`src/hdl/ppdbt_pkg.sv`:
```
// Shared types and constants for the ping-pong DMA block tracker.
// No dependencies; front, back and top use scoped names; tb imports it.
package ppdbt_pkg;

  localparam int SIZE_W     = 17;   // block_size register
  localparam int CNT_W      = 11;   // block_count register
  localparam int ADDR_W     = 20;   // byte offsets and read position
  localparam int PEND_W     = 21;   // pending byte count
  localparam int ACT_W      = 3;
  localparam int CFG_IDX_W  = 1;
  localparam int CFG_DATA_W = 17;
  localparam int Q_DEPTH    = 2;

  localparam int MAX_BLOCKS_DEF       = 1024;
  localparam int MAX_BUFFER_BYTES_DEF = 1048576;

  localparam logic [SIZE_W-1:0] SIZE_MIN  = 17'd256;
  localparam logic [SIZE_W-1:0] SIZE_MAX  = 17'd65536;
  localparam logic [SIZE_W-1:0] SIZE_RST  = 17'd4096;
  localparam logic [CNT_W-1:0]  COUNT_RST = 11'd4;
  localparam int                COUNT_MIN = 2;

  typedef enum logic [CFG_IDX_W-1:0] {
    REG_BLOCK_SIZE  = 1'b0,
    REG_BLOCK_COUNT = 1'b1
  } reg_idx_t;

  typedef enum logic [ACT_W-1:0] {
    ACT_OPEN  = 3'd0,
    ACT_START = 3'd1,
    ACT_STOP  = 3'd2,
    ACT_DONE  = 3'd3,
    ACT_QUERY = 3'd4
  } action_t;

  // decoded command passed from front to back
  typedef enum logic [2:0] {
    CMD_NOP,
    CMD_OPEN,
    CMD_START,
    CMD_STOP,
    CMD_DONE,
    CMD_QUERY
  } cmd_t;

  typedef enum logic [2:0] {
    F_START,
    F_LIM,
    F_RING,
    F_THR,
    F_MOD,
    F_RUN
  } front_state_t;

  typedef struct packed {
    logic [ACT_W-1:0] action;
    logic             even_field;
  } in_word_t;

  typedef struct packed {
    cmd_t cmd;
    logic even_field;
  } cmd_word_t;

  typedef struct packed {
    logic              address_valid;
    logic              base_select;
    logic [ADDR_W-1:0] next_address;
    logic              overrun;
    logic              period_elapsed;
    logic              field_mismatch;
    logic [ADDR_W-1:0] position_bytes;
  } out_word_t;

endpackage

```
`src/hdl/ppdbt_fifo.sv`:
```
// Small register queue, first in first out, with full/empty flags.
// Depends on nothing; word width and depth come from parameters.
module ppdbt_fifo #(
  parameter int WIDTH = 8,
  parameter int DEPTH = 2
) (
  input  logic             clk,
  input  logic             rst_n,
  input  logic             push,
  input  logic [WIDTH-1:0] din,
  output logic             full,
  input  logic             pop,
  output logic [WIDTH-1:0] dout,
  output logic             empty
);

  localparam int PW = (DEPTH > 1) ? $clog2(DEPTH) : 1;
  localparam int CW = $clog2(DEPTH + 1);

  logic [WIDTH-1:0] mem_r [DEPTH];
  logic [PW-1:0]    wr_ptr_r, wr_ptr_nxt;
  logic [PW-1:0]    rd_ptr_r, rd_ptr_nxt;
  logic [CW-1:0]    cnt_r, cnt_nxt;
  logic             do_push, do_pop;

  assign full    = (cnt_r == CW'(DEPTH));
  assign empty   = (cnt_r == '0);
  assign do_push = push && !full;
  assign do_pop  = pop && !empty;
  assign dout    = mem_r[rd_ptr_r];

  always_comb begin
    wr_ptr_nxt = wr_ptr_r;
    rd_ptr_nxt = rd_ptr_r;
    cnt_nxt    = cnt_r;
    if (do_push) begin
      wr_ptr_nxt = (wr_ptr_r == PW'(DEPTH - 1)) ? '0 : wr_ptr_r + 1'b1;
    end
    if (do_pop) begin
      rd_ptr_nxt = (rd_ptr_r == PW'(DEPTH - 1)) ? '0 : rd_ptr_r + 1'b1;
    end
    if (do_push && !do_pop) begin
      cnt_nxt = cnt_r + 1'b1;
    end else if (do_pop && !do_push) begin
      cnt_nxt = cnt_r - 1'b1;
    end
  end

  always_ff @(posedge clk) begin
    if (!rst_n) begin
      wr_ptr_r <= '0;
      rd_ptr_r <= '0;
      cnt_r    <= '0;
    end else begin
      wr_ptr_r <= wr_ptr_nxt;
      rd_ptr_r <= rd_ptr_nxt;
      cnt_r    <= cnt_nxt;
    end
  end

  always_ff @(posedge clk) begin
    if (do_push) begin
      mem_r[wr_ptr_r] <= din;
    end
  end

endmodule

```
`src/hdl/ppdbt_div.sv`:
```
// Restoring divider, one quotient bit per cycle.
// Depends on nothing; used by the front end for ring limits and block wrap.
module ppdbt_div #(
  parameter int NUM_W = 21,
  parameter int DEN_W = 17
) (
  input  logic             clk,
  input  logic             rst_n,
  input  logic             start,
  input  logic [NUM_W-1:0] num,
  input  logic [DEN_W-1:0] den,
  output logic             busy,
  output logic [NUM_W-1:0] quot,
  output logic [DEN_W-1:0] rem
);

  localparam int KW = $clog2(NUM_W + 1);

  logic [NUM_W-1:0] quot_r;
  logic [DEN_W-1:0] rem_r;
  logic [DEN_W-1:0] den_r;
  logic [KW-1:0]    cnt_r;
  logic             busy_r;
  logic [DEN_W:0]   rem_sh;
  logic [DEN_W:0]   diff;
  logic             ge;

  assign rem_sh = {rem_r, quot_r[NUM_W-1]};
  assign ge     = (rem_sh >= {1'b0, den_r});
  assign diff   = rem_sh - {1'b0, den_r};

  assign busy = busy_r;
  assign quot = quot_r;
  assign rem  = rem_r;

  always_ff @(posedge clk) begin
    if (!rst_n) begin
      busy_r <= 1'b0;
    end else if (start) begin
      busy_r <= 1'b1;
    end else if (busy_r && cnt_r == KW'(1)) begin
      busy_r <= 1'b0;
    end
  end

  always_ff @(posedge clk) begin
    if (start) begin
      quot_r <= num;
      rem_r  <= '0;
      den_r  <= den;
      cnt_r  <= KW'(NUM_W);
    end else if (busy_r) begin
      quot_r <= {quot_r[NUM_W-2:0], ge};
      rem_r  <= ge ? diff[DEN_W-1:0] : rem_sh[DEN_W-1:0];
      cnt_r  <= cnt_r - 1'b1;
    end
  end

endmodule

```
`src/hdl/ppdbt_front.sv`:
```
// Front end: configuration registers, derived ring limits, word decode.
// Depends on ppdbt_pkg and ppdbt_div.
module ppdbt_front #(
  parameter int MAX_BLOCKS       = ppdbt_pkg::MAX_BLOCKS_DEF,
  parameter int MAX_BUFFER_BYTES = ppdbt_pkg::MAX_BUFFER_BYTES_DEF,
  localparam int BW = (MAX_BLOCKS > 2) ? $clog2(MAX_BLOCKS) : 1,
  localparam int CW = $clog2(MAX_BLOCKS + 1),
  localparam int RW = ppdbt_pkg::SIZE_W + CW
) (
  input  logic                                clk,
  input  logic                                rst_n,
  input  logic                                cfg_wr_en,
  input  logic [ppdbt_pkg::CFG_IDX_W-1:0]     cfg_index,
  input  logic [ppdbt_pkg::CFG_DATA_W-1:0]    cfg_data,
  input  logic                                in_push,
  input  ppdbt_pkg::in_word_t                 in_word,
  output logic                                in_full,
  output logic                                cmd_push,
  output ppdbt_pkg::cmd_word_t                cmd_word,
  input  logic                                cmd_full,
  input  logic [BW-1:0]                       cur_block,
  output logic [ppdbt_pkg::SIZE_W-1:0]        eff_size,
  output logic [CW-1:0]                       eff_count,
  output logic [RW-1:0]                       ring,
  output logic [RW-1:0]                       thresh,
  output logic                                fix_valid,
  output logic [BW-1:0]                       fix_block
);

  localparam int NW = $clog2(MAX_BUFFER_BYTES + 1);
  localparam int SW = ppdbt_pkg::SIZE_W;

  ppdbt_pkg::front_state_t state_r, state_nxt;

  logic [SW-1:0]                 size_r;
  logic [ppdbt_pkg::CNT_W-1:0]   count_r;
  logic [SW-1:0]                 size_sat;
  logic [SW-1:0]                 eff_size_r;
  logic [CW-1:0]                 eff_count_r, eff_count_nxt;
  logic [RW-1:0]                 ring_r;
  logic [RW-1:0]                 thresh_r;
  logic [NW-1:0]                 cnt_clip;

  logic          div_start;
  logic [NW-1:0] div_num;
  logic [SW-1:0] div_den;
  logic          div_busy;
  logic [NW-1:0] div_quot;
  logic [SW-1:0] div_rem;

  ppdbt_div #(.NUM_W(NW), .DEN_W(SW)) u_div (
    .clk   (clk),
    .rst_n (rst_n),
    .start (div_start),
    .num   (div_num),
    .den   (div_den),
    .busy  (div_busy),
    .quot  (div_quot),
    .rem   (div_rem)
  );

  // config registers
  always_ff @(posedge clk) begin
    if (!rst_n) begin
      size_r  <= ppdbt_pkg::SIZE_RST;
      count_r <= ppdbt_pkg::COUNT_RST;
    end else if (cfg_wr_en) begin
      case (ppdbt_pkg::reg_idx_t'(cfg_index))
        ppdbt_pkg::REG_BLOCK_SIZE:  size_r  <= cfg_data[SW-1:0];
        ppdbt_pkg::REG_BLOCK_COUNT: count_r <= cfg_data[ppdbt_pkg::CNT_W-1:0];
        default: ;
      endcase
    end
  end

  always_comb begin
    size_sat = size_r;
    if (size_r < ppdbt_pkg::SIZE_MIN) size_sat = ppdbt_pkg::SIZE_MIN;
    if (size_r > ppdbt_pkg::SIZE_MAX) size_sat = ppdbt_pkg::SIZE_MAX;
  end

  // count clipped to MAX_BLOCKS, then to the ring limit, floor of two
  always_comb begin
    cnt_clip = NW'(count_r);
    if (cnt_clip > NW'(MAX_BLOCKS)) cnt_clip = NW'(MAX_BLOCKS);
    if (cnt_clip > div_quot)        cnt_clip = div_quot;
    if (cnt_clip < NW'(ppdbt_pkg::COUNT_MIN)) cnt_clip = NW'(ppdbt_pkg::COUNT_MIN);
    eff_count_nxt = CW'(cnt_clip);
  end

  // next state
  always_comb begin
    state_nxt = state_r;
    unique case (state_r)
      ppdbt_pkg::F_START: state_nxt = ppdbt_pkg::F_LIM;
      ppdbt_pkg::F_LIM:   if (!div_busy) state_nxt = ppdbt_pkg::F_RING;
      ppdbt_pkg::F_RING:  state_nxt = ppdbt_pkg::F_THR;
      ppdbt_pkg::F_THR:   state_nxt = ppdbt_pkg::F_MOD;
      ppdbt_pkg::F_MOD:   if (!div_busy) state_nxt = ppdbt_pkg::F_RUN;
      ppdbt_pkg::F_RUN:   state_nxt = ppdbt_pkg::F_RUN;
      default:            state_nxt = ppdbt_pkg::F_START;
    endcase
    if (cfg_wr_en) state_nxt = ppdbt_pkg::F_START;
  end

  // outputs of the sequencer
  always_comb begin
    div_start = 1'b0;
    div_num   = NW'(MAX_BUFFER_BYTES);
    div_den   = size_sat;
    fix_valid = 1'b0;
    unique case (state_r)
      ppdbt_pkg::F_START: div_start = 1'b1;
      ppdbt_pkg::F_THR: begin
        div_start = 1'b1;
        div_num   = NW'(cur_block);
        div_den   = SW'(eff_count_r);
      end
      ppdbt_pkg::F_MOD: fix_valid = !div_busy;
      default: ;
    endcase
  end

  assign fix_block = BW'(div_rem);

  always_ff @(posedge clk) begin
    if (!rst_n) begin
      state_r <= ppdbt_pkg::F_START;
    end else begin
      state_r <= state_nxt;
    end
  end

  always_ff @(posedge clk) begin
    if (state_r == ppdbt_pkg::F_START) eff_size_r <= size_sat;
    if (state_r == ppdbt_pkg::F_LIM && !div_busy) eff_count_r <= eff_count_nxt;
    if (state_r == ppdbt_pkg::F_RING) ring_r <= RW'(eff_size_r) * RW'(eff_count_r);
    if (state_r == ppdbt_pkg::F_THR) thresh_r <= ring_r - (RW'(eff_size_r) << 1);
  end

  assign eff_size  = eff_size_r;
  assign eff_count = eff_count_r;
  assign ring      = ring_r;
  assign thresh    = thresh_r;

  // word decode
  assign in_full  = (state_r != ppdbt_pkg::F_RUN) || cmd_full;
  assign cmd_push = in_push && !in_full;

  always_comb begin
    cmd_word.even_field = in_word.even_field;
    unique case (ppdbt_pkg::action_t'(in_word.action))
      ppdbt_pkg::ACT_OPEN:  cmd_word.cmd = ppdbt_pkg::CMD_OPEN;
      ppdbt_pkg::ACT_START: cmd_word.cmd = ppdbt_pkg::CMD_START;
      ppdbt_pkg::ACT_STOP:  cmd_word.cmd = ppdbt_pkg::CMD_STOP;
      ppdbt_pkg::ACT_DONE:  cmd_word.cmd = ppdbt_pkg::CMD_DONE;
      ppdbt_pkg::ACT_QUERY: cmd_word.cmd = ppdbt_pkg::CMD_QUERY;
      default:              cmd_word.cmd = ppdbt_pkg::CMD_NOP;
    endcase
  end

endmodule

```
`src/hdl/ppdbt_back.sv`:
```
// Back end: tracker state update, then address multiply into the result queue.
// Depends on ppdbt_pkg.
module ppdbt_back #(
  parameter int MAX_BLOCKS = ppdbt_pkg::MAX_BLOCKS_DEF,
  localparam int BW = (MAX_BLOCKS > 2) ? $clog2(MAX_BLOCKS) : 1,
  localparam int CW = $clog2(MAX_BLOCKS + 1),
  localparam int RW = ppdbt_pkg::SIZE_W + CW
) (
  input  logic                          clk,
  input  logic                          rst_n,
  input  logic                          cmd_valid,
  input  ppdbt_pkg::cmd_word_t          cmd_word,
  output logic                          cmd_pop,
  input  logic [ppdbt_pkg::SIZE_W-1:0]  eff_size,
  input  logic [CW-1:0]                 eff_count,
  input  logic [RW-1:0]                 ring,
  input  logic [RW-1:0]                 thresh,
  input  logic                          fix_valid,
  input  logic [BW-1:0]                 fix_block,
  output logic [BW-1:0]                 cur_block,
  output logic                          res_push,
  output ppdbt_pkg::out_word_t          res_word,
  input  logic                          res_full
);

  localparam int AW = ppdbt_pkg::ADDR_W;
  localparam int PW = ppdbt_pkg::PEND_W;
  localparam int SW = ppdbt_pkg::SIZE_W;
  localparam int XW = (RW > PW) ? RW : PW;
  localparam int MW = (BW + SW > AW) ? BW + SW : AW;

  // blk_r is the block index reduced into the current ring; raw_blk_r is the
  // index as last set, kept so a later ring change reduces from it again
  logic          running_r, running_nxt;
  logic [BW-1:0] blk_r, blk_nxt;
  logic [BW-1:0] raw_blk_r, raw_blk_nxt;
  logic [PW-1:0] pend_r, pend_nxt;
  logic [AW-1:0] rpos_r, rpos_nxt;

  logic                 s2_valid_r;
  ppdbt_pkg::out_word_t s2_word_r, s2_word_nxt;
  logic [BW-1:0]        s2_blk_r, s2_blk_nxt;

  logic          s1_go;
  logic          s2_take;
  logic [CW:0]   sum1, sum2, wrap2;
  logic [PW:0]   padd;
  logic [AW:0]   pos;
  logic          match;
  logic [MW-1:0] prod;

  assign s2_take = s2_valid_r && !res_full;
  assign s1_go   = cmd_valid && (!s2_valid_r || !res_full);
  assign cmd_pop = s1_go;

  assign sum1  = (CW+1)'(blk_r) + (CW+1)'(1);
  assign sum2  = (CW+1)'(blk_r) + (CW+1)'(2);
  assign wrap2 = (sum2 >= (CW+1)'(eff_count)) ? sum2 - (CW+1)'(eff_count) : sum2;
  assign padd  = (PW+1)'(pend_r) + (PW+1)'(eff_size);
  assign pos   = (AW+1)'(rpos_r) + (AW+1)'(eff_size);
  assign match = cmd_word.even_field ? blk_r[0] : !blk_r[0];

  always_comb begin
    running_nxt = running_r;
    blk_nxt     = blk_r;
    raw_blk_nxt = raw_blk_r;
    pend_nxt    = pend_r;
    rpos_nxt    = rpos_r;
    s2_word_nxt = '0;
    s2_blk_nxt  = '0;
    case (cmd_word.cmd)
      ppdbt_pkg::CMD_OPEN: begin
        pend_nxt = '0;
        rpos_nxt = '0;
      end
      ppdbt_pkg::CMD_START: begin
        running_nxt = 1'b1;
        blk_nxt     = '0;
        raw_blk_nxt = '0;
      end
      ppdbt_pkg::CMD_STOP: begin
        running_nxt = 1'b0;
        blk_nxt     = '0;
        raw_blk_nxt = '0;
      end
      ppdbt_pkg::CMD_DONE: begin
        if (running_r) begin
          if (!match) begin
            s2_word_nxt.field_mismatch = 1'b1;
          end else if (XW'(pend_r) >= XW'(thresh)) begin
            s2_word_nxt.overrun = 1'b1;
            running_nxt         = 1'b0;
            blk_nxt             = '0;
            raw_blk_nxt         = '0;
          end else begin
            s2_word_nxt.address_valid = 1'b1;
            s2_word_nxt.base_select   = cmd_word.even_field;
            s2_blk_nxt                = BW'(wrap2);
            blk_nxt     = (sum1 == (CW+1)'(eff_count)) ? '0 : BW'(sum1);
            raw_blk_nxt = blk_nxt;
            pend_nxt = padd[PW] ? '1 : padd[PW-1:0];
            s2_word_nxt.period_elapsed = (pend_nxt >= PW'(eff_size));
          end
        end
      end
      ppdbt_pkg::CMD_QUERY: begin
        if (pend_r != '0) begin
          pend_nxt = (pend_r > PW'(eff_size)) ? pend_r - PW'(eff_size) : '0;
          rpos_nxt = (XW'(pos) >= XW'(ring)) ? '0 : pos[AW-1:0];
        end
        s2_word_nxt.position_bytes = rpos_nxt;
      end
      default: ;
    endcase
  end

  always_ff @(posedge clk) begin
    if (!rst_n) begin
      running_r  <= 1'b0;
      blk_r      <= '0;
      raw_blk_r  <= '0;
      pend_r     <= '0;
      rpos_r     <= '0;
      s2_valid_r <= 1'b0;
    end else begin
      if (fix_valid) begin
        blk_r <= fix_block;
      end else if (s1_go) begin
        running_r <= running_nxt;
        blk_r     <= blk_nxt;
        raw_blk_r <= raw_blk_nxt;
        pend_r    <= pend_nxt;
        rpos_r    <= rpos_nxt;
      end
      if (s1_go) begin
        s2_valid_r <= 1'b1;
      end else if (s2_take) begin
        s2_valid_r <= 1'b0;
      end
    end
  end

  always_ff @(posedge clk) begin
    if (s1_go) begin
      s2_word_r <= s2_word_nxt;
      s2_blk_r  <= s2_blk_nxt;
    end
  end

  // block-two-ahead offset, masked to the address width
  assign prod = MW'(s2_blk_r) * MW'(eff_size);

  always_comb begin
    res_word              = s2_word_r;
    res_word.next_address = s2_word_r.address_valid ? prod[AW-1:0] : '0;
  end

  assign res_push  = s2_take;
  assign cur_block = raw_blk_r;

endmodule

```
`src/hdl/ping_pong_dma_block_tracker.sv`:
```
// Top level of the ping-pong DMA block tracker.
// Depends on ppdbt_pkg, ppdbt_front, ppdbt_back and ppdbt_fifo.
//
//  channel | ports                          | handshake
//  --------+--------------------------------+--------------------------------
//  input   | in_push, in_full, in_word      | word taken when push && !full
//  result  | out_pop, out_empty, out_word   | word taken when pop && !empty
//  config  | cfg_wr_en, cfg_index, cfg_data | written on any edge with wr_en
//
// One word per cycle sustained while full is low; a result can be popped once
// its input word has passed the decode queue, the state update and multiply
// stage and the result queue. After reset and after every config write, full
// stays high while the ring limits are rebuilt: a divide for the count limit,
// the ring product, the threshold, then a second divide for the block wrap.
// Reset is synchronous, active low; a stalled result side backs up through
// the output queue and the decode queue into full.
module ping_pong_dma_block_tracker #(
  parameter int MAX_BLOCKS       = ppdbt_pkg::MAX_BLOCKS_DEF,
  parameter int MAX_BUFFER_BYTES = ppdbt_pkg::MAX_BUFFER_BYTES_DEF
) (
  input  logic                             clk,
  input  logic                             rst_n,
  input  logic                             in_push,
  output logic                             in_full,
  input  ppdbt_pkg::in_word_t              in_word,
  output logic                             out_empty,
  input  logic                             out_pop,
  output ppdbt_pkg::out_word_t             out_word,
  input  logic                             cfg_wr_en,
  input  logic [ppdbt_pkg::CFG_IDX_W-1:0]  cfg_index,
  input  logic [ppdbt_pkg::CFG_DATA_W-1:0] cfg_data
);

  localparam int BW = (MAX_BLOCKS > 2) ? $clog2(MAX_BLOCKS) : 1;
  localparam int CW = $clog2(MAX_BLOCKS + 1);
  localparam int RW = ppdbt_pkg::SIZE_W + CW;
  localparam int CMD_WW = $bits(ppdbt_pkg::cmd_word_t);
  localparam int OUT_WW = $bits(ppdbt_pkg::out_word_t);

  // front -> decode queue
  logic                 cmd_push;
  ppdbt_pkg::cmd_word_t cmd_word_in;
  logic                 cmd_full;

  // decode queue -> back
  logic                 cmd_empty;
  logic                 cmd_pop;
  logic [CMD_WW-1:0]    cmd_dout;

  // derived configuration and block fix-up
  logic [ppdbt_pkg::SIZE_W-1:0] eff_size;
  logic [CW-1:0]                eff_count;
  logic [RW-1:0]                ring;
  logic [RW-1:0]                thresh;
  logic                         fix_valid;
  logic [BW-1:0]                fix_block;
  logic [BW-1:0]                cur_block;

  // back -> result queue
  logic                 res_push;
  ppdbt_pkg::out_word_t res_word;
  logic                 res_full;
  logic [OUT_WW-1:0]    res_dout;

  ppdbt_front #(
    .MAX_BLOCKS       (MAX_BLOCKS),
    .MAX_BUFFER_BYTES (MAX_BUFFER_BYTES)
  ) u_front (
    .clk       (clk),
    .rst_n     (rst_n),
    .cfg_wr_en (cfg_wr_en),
    .cfg_index (cfg_index),
    .cfg_data  (cfg_data),
    .in_push   (in_push),
    .in_word   (in_word),
    .in_full   (in_full),
    .cmd_push  (cmd_push),
    .cmd_word  (cmd_word_in),
    .cmd_full  (cmd_full),
    .cur_block (cur_block),
    .eff_size  (eff_size),
    .eff_count (eff_count),
    .ring      (ring),
    .thresh    (thresh),
    .fix_valid (fix_valid),
    .fix_block (fix_block)
  );

  // decoded words wait here so the front keeps taking input while the back stalls
  ppdbt_fifo #(
    .WIDTH (CMD_WW),
    .DEPTH (ppdbt_pkg::Q_DEPTH)
  ) u_cmd_q (
    .clk   (clk),
    .rst_n (rst_n),
    .push  (cmd_push),
    .din   (cmd_word_in),
    .full  (cmd_full),
    .pop   (cmd_pop),
    .dout  (cmd_dout),
    .empty (cmd_empty)
  );

  ppdbt_back #(
    .MAX_BLOCKS (MAX_BLOCKS)
  ) u_back (
    .clk       (clk),
    .rst_n     (rst_n),
    .cmd_valid (!cmd_empty),
    .cmd_word  (ppdbt_pkg::cmd_word_t'(cmd_dout)),
    .cmd_pop   (cmd_pop),
    .eff_size  (eff_size),
    .eff_count (eff_count),
    .ring      (ring),
    .thresh    (thresh),
    .fix_valid (fix_valid),
    .fix_block (fix_block),
    .cur_block (cur_block),
    .res_push  (res_push),
    .res_word  (res_word),
    .res_full  (res_full)
  );

  // result queue: the oldest result sits on out_word while not empty
  ppdbt_fifo #(
    .WIDTH (OUT_WW),
    .DEPTH (ppdbt_pkg::Q_DEPTH)
  ) u_res_q (
    .clk   (clk),
    .rst_n (rst_n),
    .push  (res_push),
    .din   (res_word),
    .full  (res_full),
    .pop   (out_pop),
    .dout  (res_dout),
    .empty (out_empty)
  );

  assign out_word = ppdbt_pkg::out_word_t'(res_dout);

endmodule

```
`config.mk`:
```
export PLATFORM = sky130hd
export DESIGN_NAME = ping_pong_dma_block_tracker
export DESIGN_NICKNAME = d
export VERILOG_FILES = /design/src/hdl/ppdbt_pkg.sv /design/src/hdl/ppdbt_fifo.sv /design/src/hdl/ppdbt_div.sv /design/src/hdl/ppdbt_front.sv /design/src/hdl/ppdbt_back.sv /design/src/hdl/ping_pong_dma_block_tracker.sv
export SDC_FILE = /design/constraint.sdc
export NUM_CORES = 2
export LEC_CHECK = 0
export BUFFER_PORTS_ARGS = -buffer_cell sky130_fd_sc_hd__buf_4
export CAP_MARGIN = 40
export CORE_UTILIZATION = 65
export CTS_BUF_LIST = sky130_fd_sc_hd__clkbuf_4 sky130_fd_sc_hd__clkbuf_8
export DETAILED_ROUTE_END_ITERATION = 7
export GPL_ROUTABILITY_DRIVEN = 1
export PLACE_DENSITY = 0.82
export SYNTH_ARGS = -nofsm -noshare
export SYNTH_HDL_FRONTEND = slang
export SYNTH_SLANG_ARGS = --single-unit
```
`constraint.sdc`:
```
create_clock -name clk -period 14.8 [get_ports clk]
set_clock_uncertainty 0.15 [all_clocks]
set_input_delay 2.22 -clock clk [delete_from_list [all_inputs] [get_ports clk]]
set_output_delay 2.22 -clock clk [all_outputs]
set_load 0.05 [all_outputs]
```
==> Yosys cells after proc, flatten, opt, wreduce, memory -nomap -nowiden <==
Memories as Yosys holds them, arrays and structs flattened. A register that Yosys moved wholly into a read port is not among the register bits.
Cells that the tools add are included.
W data, S select, Z words.
{ "classes": {"add_sub_neg": 17, "n_mul": 2, "order_cmp": 11, "eq_ne": 27, "muxes": 62, "bitwise_logic": 6, "reduce_logical": 57} }
{ "op_table": {"columns": ["op", "n"], "rows": [
  ["$mux W21", 10],
  ["$mux W10", 7],
  ["$pmux W21 S3", 1],
  ["$mux W20", 3],
  ["$ge A21 B28 Y1", 2],
  ["$mux W17", 3],
  ["$pmux W20 S2", 1],
  ["$mul A17 B11 Y28", 1],
  ["$sub A28 B18 Y28", 1],
  ["$mux W1", 24],
  ["$add A21 B17 Y22", 1],
  ["$mux W11", 2],
  ["$add A20 B17 Y21", 1],
  ["$ge A21 B17 Y1", 1],
  ["$gt A11 B21 Y1", 1],
  ["$gt A21 B17 Y1", 1],
  ["$lt A21 B2 Y1 const B", 1],
  ["$reduce_bool A21 Y1", 1],
  ["$sub A21 B17 Y21", 1],
  ["$mul A10 B17 Y20", 1],
  ["$pmux W10 S2", 1],
  ["$eq A3 B2 Y1 const B", 6],
  ["$ge A18 B17 Y1", 1],
  ["$pmux W3 S6", 1],
  ["40 further kinds", 109]
]} }
{ "totals": {"ff_bits": 282, "ramBits": 98, "input_bits": 27, "out_inout_bits": 47, "elab_cells": 216, "memories": 2} }
{ "mem_list": {"columns": ["memory", "words", "word_bits", "read_ports", "rd_clocked_by_memory_dff", "write_ports", "line", "source"], "rows": [
  ["u_res_q.mem_r", 2, 45, 1, 1, 1, "ppdbt_fifo.sv:20", "logic [WIDTH-1:0] mem_r [DEPTH];"],
  ["u_cmd_q.mem_r", 2, 4, 1, 1, 1, "ppdbt_fifo.sv:20", null]
]} }

==> Depth between registers and ports, before layout <==
{ "depth": {"ltp_word": 9, "depth_mapped": 23, "ltp_nobuf": 21} }

==> Modules after synthesis <==
A second synthesis with hierarchy kept.
{ "unflattened": {"hier_cells": 3516, "area_unflattened_um2": 33412.0} }
{ "modules_own_cells": {"columns": ["module", "n_inst", "cells_per_inst", "area_per_inst_um2", "seq_area_each_um2"], "rows": [
  ["ppdbt_back", 1, 1732, 14104.8, 2312.2],
  ["ppdbt_front", 1, 1253, 11752.5, 3143.0],
  ["ppdbt_div", 1, 328, 3553.4, 1601.5],
  ["ppdbt_fifo at u_res_q", 1, 165, 3478.3, 2802.7],
  ["ppdbt_fifo at u_cmd_q", 1, 37, 519.2, 340.3],
  ["ping_pong_dma_block_tracker", 1, 1, 3.8, 0.0]
]} }

==> Least setup slack after synthesis <==
OpenSTA, ideal clock, no wires.
{ "synth_path": {"path_kind": "register to register", "start": "register u_front.eff_count_r[4] (netlist: u_front.eff_count[4])", "end": "register u_front.ring_r[27] (netlist: u_front.ring[27]), data pin", "setup_ps": 259, "t_arrival_ps": 5642, "required_time_ps": 14391, "path_slack_ps": 8749, "stages_incl_launch_ff": 22, "path_buffers": 2, "period_less_slack_ps": 6051, "cell_sequence": "edfxtp_1 > clkbuf_1 > buf_1 > nand2_1 > fa_1 > fa_1 > fa_1 > inv_1 > fa_1 > inv_1 > fa_1 > inv_1 > ha_1 > o21a_1 > o21ai_0 > a21oi_1 > o41a_1 > o21ai_0 > o21ai_0 > a211oi_1 > a21oi_1 > xnor2_1"} }
{ "synth_via": {"elab_chain_cells": 1} }
{ "synth_rtl": {"columns": ["element", "line", "source"], "rows": [
  ["start, declared", "ppdbt_front.sv:39", "logic [CW-1:0] eff_count_r, eff_count_nxt;"],
  ["start signal, assigned", "ppdbt_front.sv:136", "if (state_r == ppdbt_pkg::F_LIM && !div_busy) eff_count_r <= eff_count_nxt;"],
  ["$mul A17 B11 Y28", "ppdbt_front.sv:137", "if (state_r == ppdbt_pkg::F_RING) ring_r <= RW'(eff_size_r) * RW'(eff_count_r);"],
  ["end signal, assigned", "ppdbt_front.sv:137", null],
  ["end, declared", "ppdbt_front.sv:40", "logic [RW-1:0] ring_r;"]
]} }
No other way between the ends.
A chain may end at the register's enable or synchronous reset.

==> Worst setup path after layout <==
{ "layout_path": {"start": "register u_front.eff_size_r[1] (netlist: u_front.eff_size[1])", "end": "register u_front.ring_r[27] (netlist: u_front.ring[27]), data pin"} }
{ "layout_via": {"elab_chain_cells": 1} }
{ "layout_rtl": {"columns": ["element", "line", "source"], "rows": [
  ["start, declared", "ppdbt_front.sv:38", "logic [SW-1:0] eff_size_r;"],
  ["start signal, assigned", "ppdbt_front.sv:135", "if (state_r == ppdbt_pkg::F_START) eff_size_r <= size_sat;"],
  ["$mul A17 B11 Y28", "ppdbt_front.sv:137", null]
]} }
No other way between the ends.

==> summary.txt <==
Clock Latency Late Sink -> 0.69 ns
Worst Setup Path Type -> flip-flop to flip-flop
Max-Cap Viols -> 0
Reg-to-Reg End -> u_front.ring[27]$_DFFE_PN_
sequential-to-total area share from yosys stat -> 0.320
final-report setup violation count -> 0
RSZ-0062 raised after global routing -> no
drt pass-1 iters -> 6
Worst path max stage delay -> 0.86 ns
net count after synthesis -> 3925
Post-DP HPWL -> 65400 µm
largest net degree at the start of global routing -> 57
sequence of cells on the critical path -> inv_1 > nor2_1 > fa_1 > fa_1 > fa_1 > fa_1 > inv_1 > fa_1 > inv_1 > ha_1 > o21ai_0 > nand2b_1 > o41a_1 > o21ai_0 > o21ai_0 > a211oi_1 > a21oi_1 > xnor2_1
post-synthesis compound-gate area fraction -> 0.123
drt wl/cell -> 21.0 µm
commonest non-fill, non-tap cell in the layout -> inv_1
final worst-path cycle share -> 0.474
Static Leakage -> 15.3 nW
Final Hold Fails -> 0
first-pass GRT wire length -> 136000 µm
Simple-Gate Fraction of Synth Area -> 0.158
total wire length -> 85700 µm
IO buf count -> 73
Design Area, Final -> 34500 µm²
mux cell area share after synthesis -> 0.0299
Top FF cell, synth -> edfxtp_1
Die H -> 224 µm
r2r setup slk -> 7.79 ns
Post-synth ARST share -> 0
main combinational cell family by area after synthesis -> adder cells
Yosys reg bits -> 382
FP Rows -> 80
M3 GR Usage -> 0.0842
vias post-DR -> 25300
grt met2 use -> 0.564
CP Launch Point -> u_front.eff_size[1]$_DFFE_PP_
Max Slew Vio Count -> 0
cells resized by post-CTS repair -> 0
CP Max Fanout -> 19
H-tree depth -> 3
Ports -> 74
Data arrival, critical path -> 7.27 ns
clock root buffer master -> clkbuf_8
Fillers -> 3543
utilization after layout -> 0.719
Post-Synth Adder-Cell Area -> 0.258
Hold Crit Class -> flip-flop to flip-flop
Post-synth EDFFs -> 255
antenna violations before repair -> 1
minimum clock period -> 7.01 ns
CP Data Required Time -> 15.06 ns
Critical path destination -> u_front.ring[27]$_DFFE_PN_
Die X -> 224 µm
via-per-instance ratio -> 6.19
hold_buf cts -> 0
final hold slack -> 0.277 ns
post-CTS setup buffer count -> 0
DRT iter0 DRCs -> 2406
Ys Warns -> 0
Initial Util -> 0.664
Die Area -> 50000 µm²
Placed Area -> 33100 µm²
Cells after Synth -> 3384
vias in the first global route -> 25900
CP dominant cell by count -> fa_1
status -> completed
Core Box Area -> 48000 µm²
CTS buffer count -> 67
Syn Area/Cell -> 9.43 µm²
Netlist cell types -> 82
clk sink count -> 382
Syn Std Cell Area -> 31900 µm²
total track usage -> 0.350
CTS clock-pin slew for the worst setup and hold paths -> 0.06 ns
TNS Setup -> 0 ns
crit path capture type -> flip-flop
Clock Tree Buf Depth -> 3
startpoint types -> flip-flop
slowest CP cell -> edfxtp_1
Reg-to-Reg Start -> u_front.eff_size[1]$_DFFE_PP_
GPL Wtd Cong -> 1.01
layout cell share with drive strength beyond 1 -> 0.0988
Post-DRT Antenna Nets -> 0
CTS tree -> done
worst vdd ir -> 0.298 mV
relative slew slack -> 0.352
M1 GR Usage -> 0.434
area grow syn2layout -> 8.25%
Cell Pwr Density -> 170 nW/µm²
actual transition at the worst max-transition pin -> 0.972 ns
gr busiest metal -> met2
DRC -> 0
Synth Area in XOR/XNOR -> 0.0428
GRT overflow -> 0
most frequent cells in the layout -> inv_1, nand2_1, nor2_1
Max Fclk -> 143 MHz
R2R depth -> 18
Final nets -> 3963
-- layer usage --
layer  share of wire  routed length [µm]  vias to the layer above
li1                -                   -                    11500
met1            0.38               32800                    12300
met2            0.46               39700                     1210
met3           0.096                8200                      305
met4           0.059                5050                        0
met5               0                   0                        -
-- synthesized netlist by cell type, drive strengths merged, types with 18 or more instances --
library cell  count  area, µm²
a211oi           30        225
a21o             33        248
a21oi           196        996
a22o             20        175
a22oi            27        203
a31oi            21        131
and2            137        860
buf              29        148
clkbuf          117        439
dfxtp           127       2540
edfxtp          255       7660
fa              239       4780
ha              275       3440
inv             425       1600
mux2             67        754
mux2i            20        200
nand2           358       1340
nand2b           33        206
nand3            41        205
nand4            31        194
nor2            281       1050
nor2b            51        319
nor3             38        190
nor4             20        125
o21a             42        315
o21ai           109        546
o31ai            18        145
or3              19        119
xnor2           108        946
xor2             48        420
-- worst min path at each step --
| stage | cells after the start | startpoint | slack (ns) | endpoint |
|---|---|---|---|---|
| after floorplan | 0 | u_back.res_word[0]$_SDFFCE_PP0P_ | 0.27 | u_res_q.mem_r[0][0]$_DFFE_PP_ |
| after global placement | 0 | u_back.res_word[6]$_SDFFCE_PP0P_ | 0.27 | u_res_q.mem_r[0][6]$_DFFE_PP_ |
| after detailed placement | 0 | u_back.res_word[18]$_SDFFCE_PP0P_ | 0.28 | u_res_q.mem_r[1][18]$_DFFE_PP_ |
| after CTS | 0 | u_back.res_word[13]$_SDFFCE_PP0P_ | 0.28 | u_res_q.mem_r[1][13]$_DFFE_PP_ |
| after global routing | 0 | u_back.res_word[13]$_SDFFCE_PP0P_ | 0.28 | u_res_q.mem_r[1][13]$_DFFE_PP_ |
| final | 0 | u_back.res_word[13]$_SDFFCE_PP0P_ | 0.28 | u_res_q.mem_r[1][13]$_DFFE_PP_ |
-- kinds of logic after synthesis --
group                    after synthesis
multiplexers                          87
flip-flops                           382
adder cells (fa/ha/maj)              514
AND/OR/NAND/NOR                     1067
AO/OA/AOI/OAI                        604
XOR/XNOR                             156
buffers and inverters                574
-- registers in the layout (all words and copies together) (netlist names), 8 cells and up, named ones only --
| name | count |
|---|---|
| u_res_q.mem_r | 90 |
| u_front.ring | 28 |
| u_front.thresh | 28 |
| u_back.res_word | 25 |
| u_back.pend_r | 21 |
| u_front.u_div.quot | 21 |
| u_back.rpos_r | 20 |
| u_front.eff_size | 17 |
| u_front.size_r | 17 |
| u_front.u_div.den_r | 17 |
| u_front.u_div.rem | 17 |
| u_front.count_r | 11 |
| u_front.eff_count | 11 |
| u_back.blk_r | 10 |
| u_back.cur_block | 10 |
| u_back.s2_blk_r | 10 |
| u_cmd_q.mem_r | 8 |
-- critical path, delay by kind of cell, from the launching register on --
kind / cells / cell delay [ns]
buffers and inverters: 3 / 0.62
adders and majority gates: 6 / 2.96
and+or+nand+nor: 2 / 0.36
DFF: 1 / 0.86
xor gates and xnor gates: 1 / 0.16
AOI/OAI and AO/OA: 6 / 1.64
-- stage by stage --
step | setup slack (ns) | cells | total power, mW
2_1_floorplan | 8.75 | 3384 | 3.90
3_3_place_gp | 8.09 | 3957 | 4.62
3_5_place_dp | 7.83 | 3967 | 4.76
4_1_cts | 7.82 | 4087 | 5.85
5_1_grt | 7.40 | 4088 | 6.30
6_report | 7.79 | 4089 | 5.87
-- final cells by class --
| type | instances | area [µm²] | share of cell area |
|---|---|---|---|
| antenna | 1 | 2.50 | 0.0000725 |
| clock buffer | 100 | 1220 | 0.0353 |
| clock inverter | 20 | 231 | 0.00670 |
| inverter | 428 | 1610 | 0.0465 |
| multi-input combinational | 2428 | 19600 | 0.567 |
| sequential | 382 | 10200 | 0.295 |
| tap | 615 | 769 | 0.0223 |
| timing repair buffer | 115 | 928 | 0.0269 |
-- power by group --
part           leakage, nW  internal [mW]  switching (mW)
Combinational         11.0           1.21            2.00
Clock                0.774          0.604           0.464
Sequential            3.51           1.43           0.168
Power figures use the tool's default switching activity.
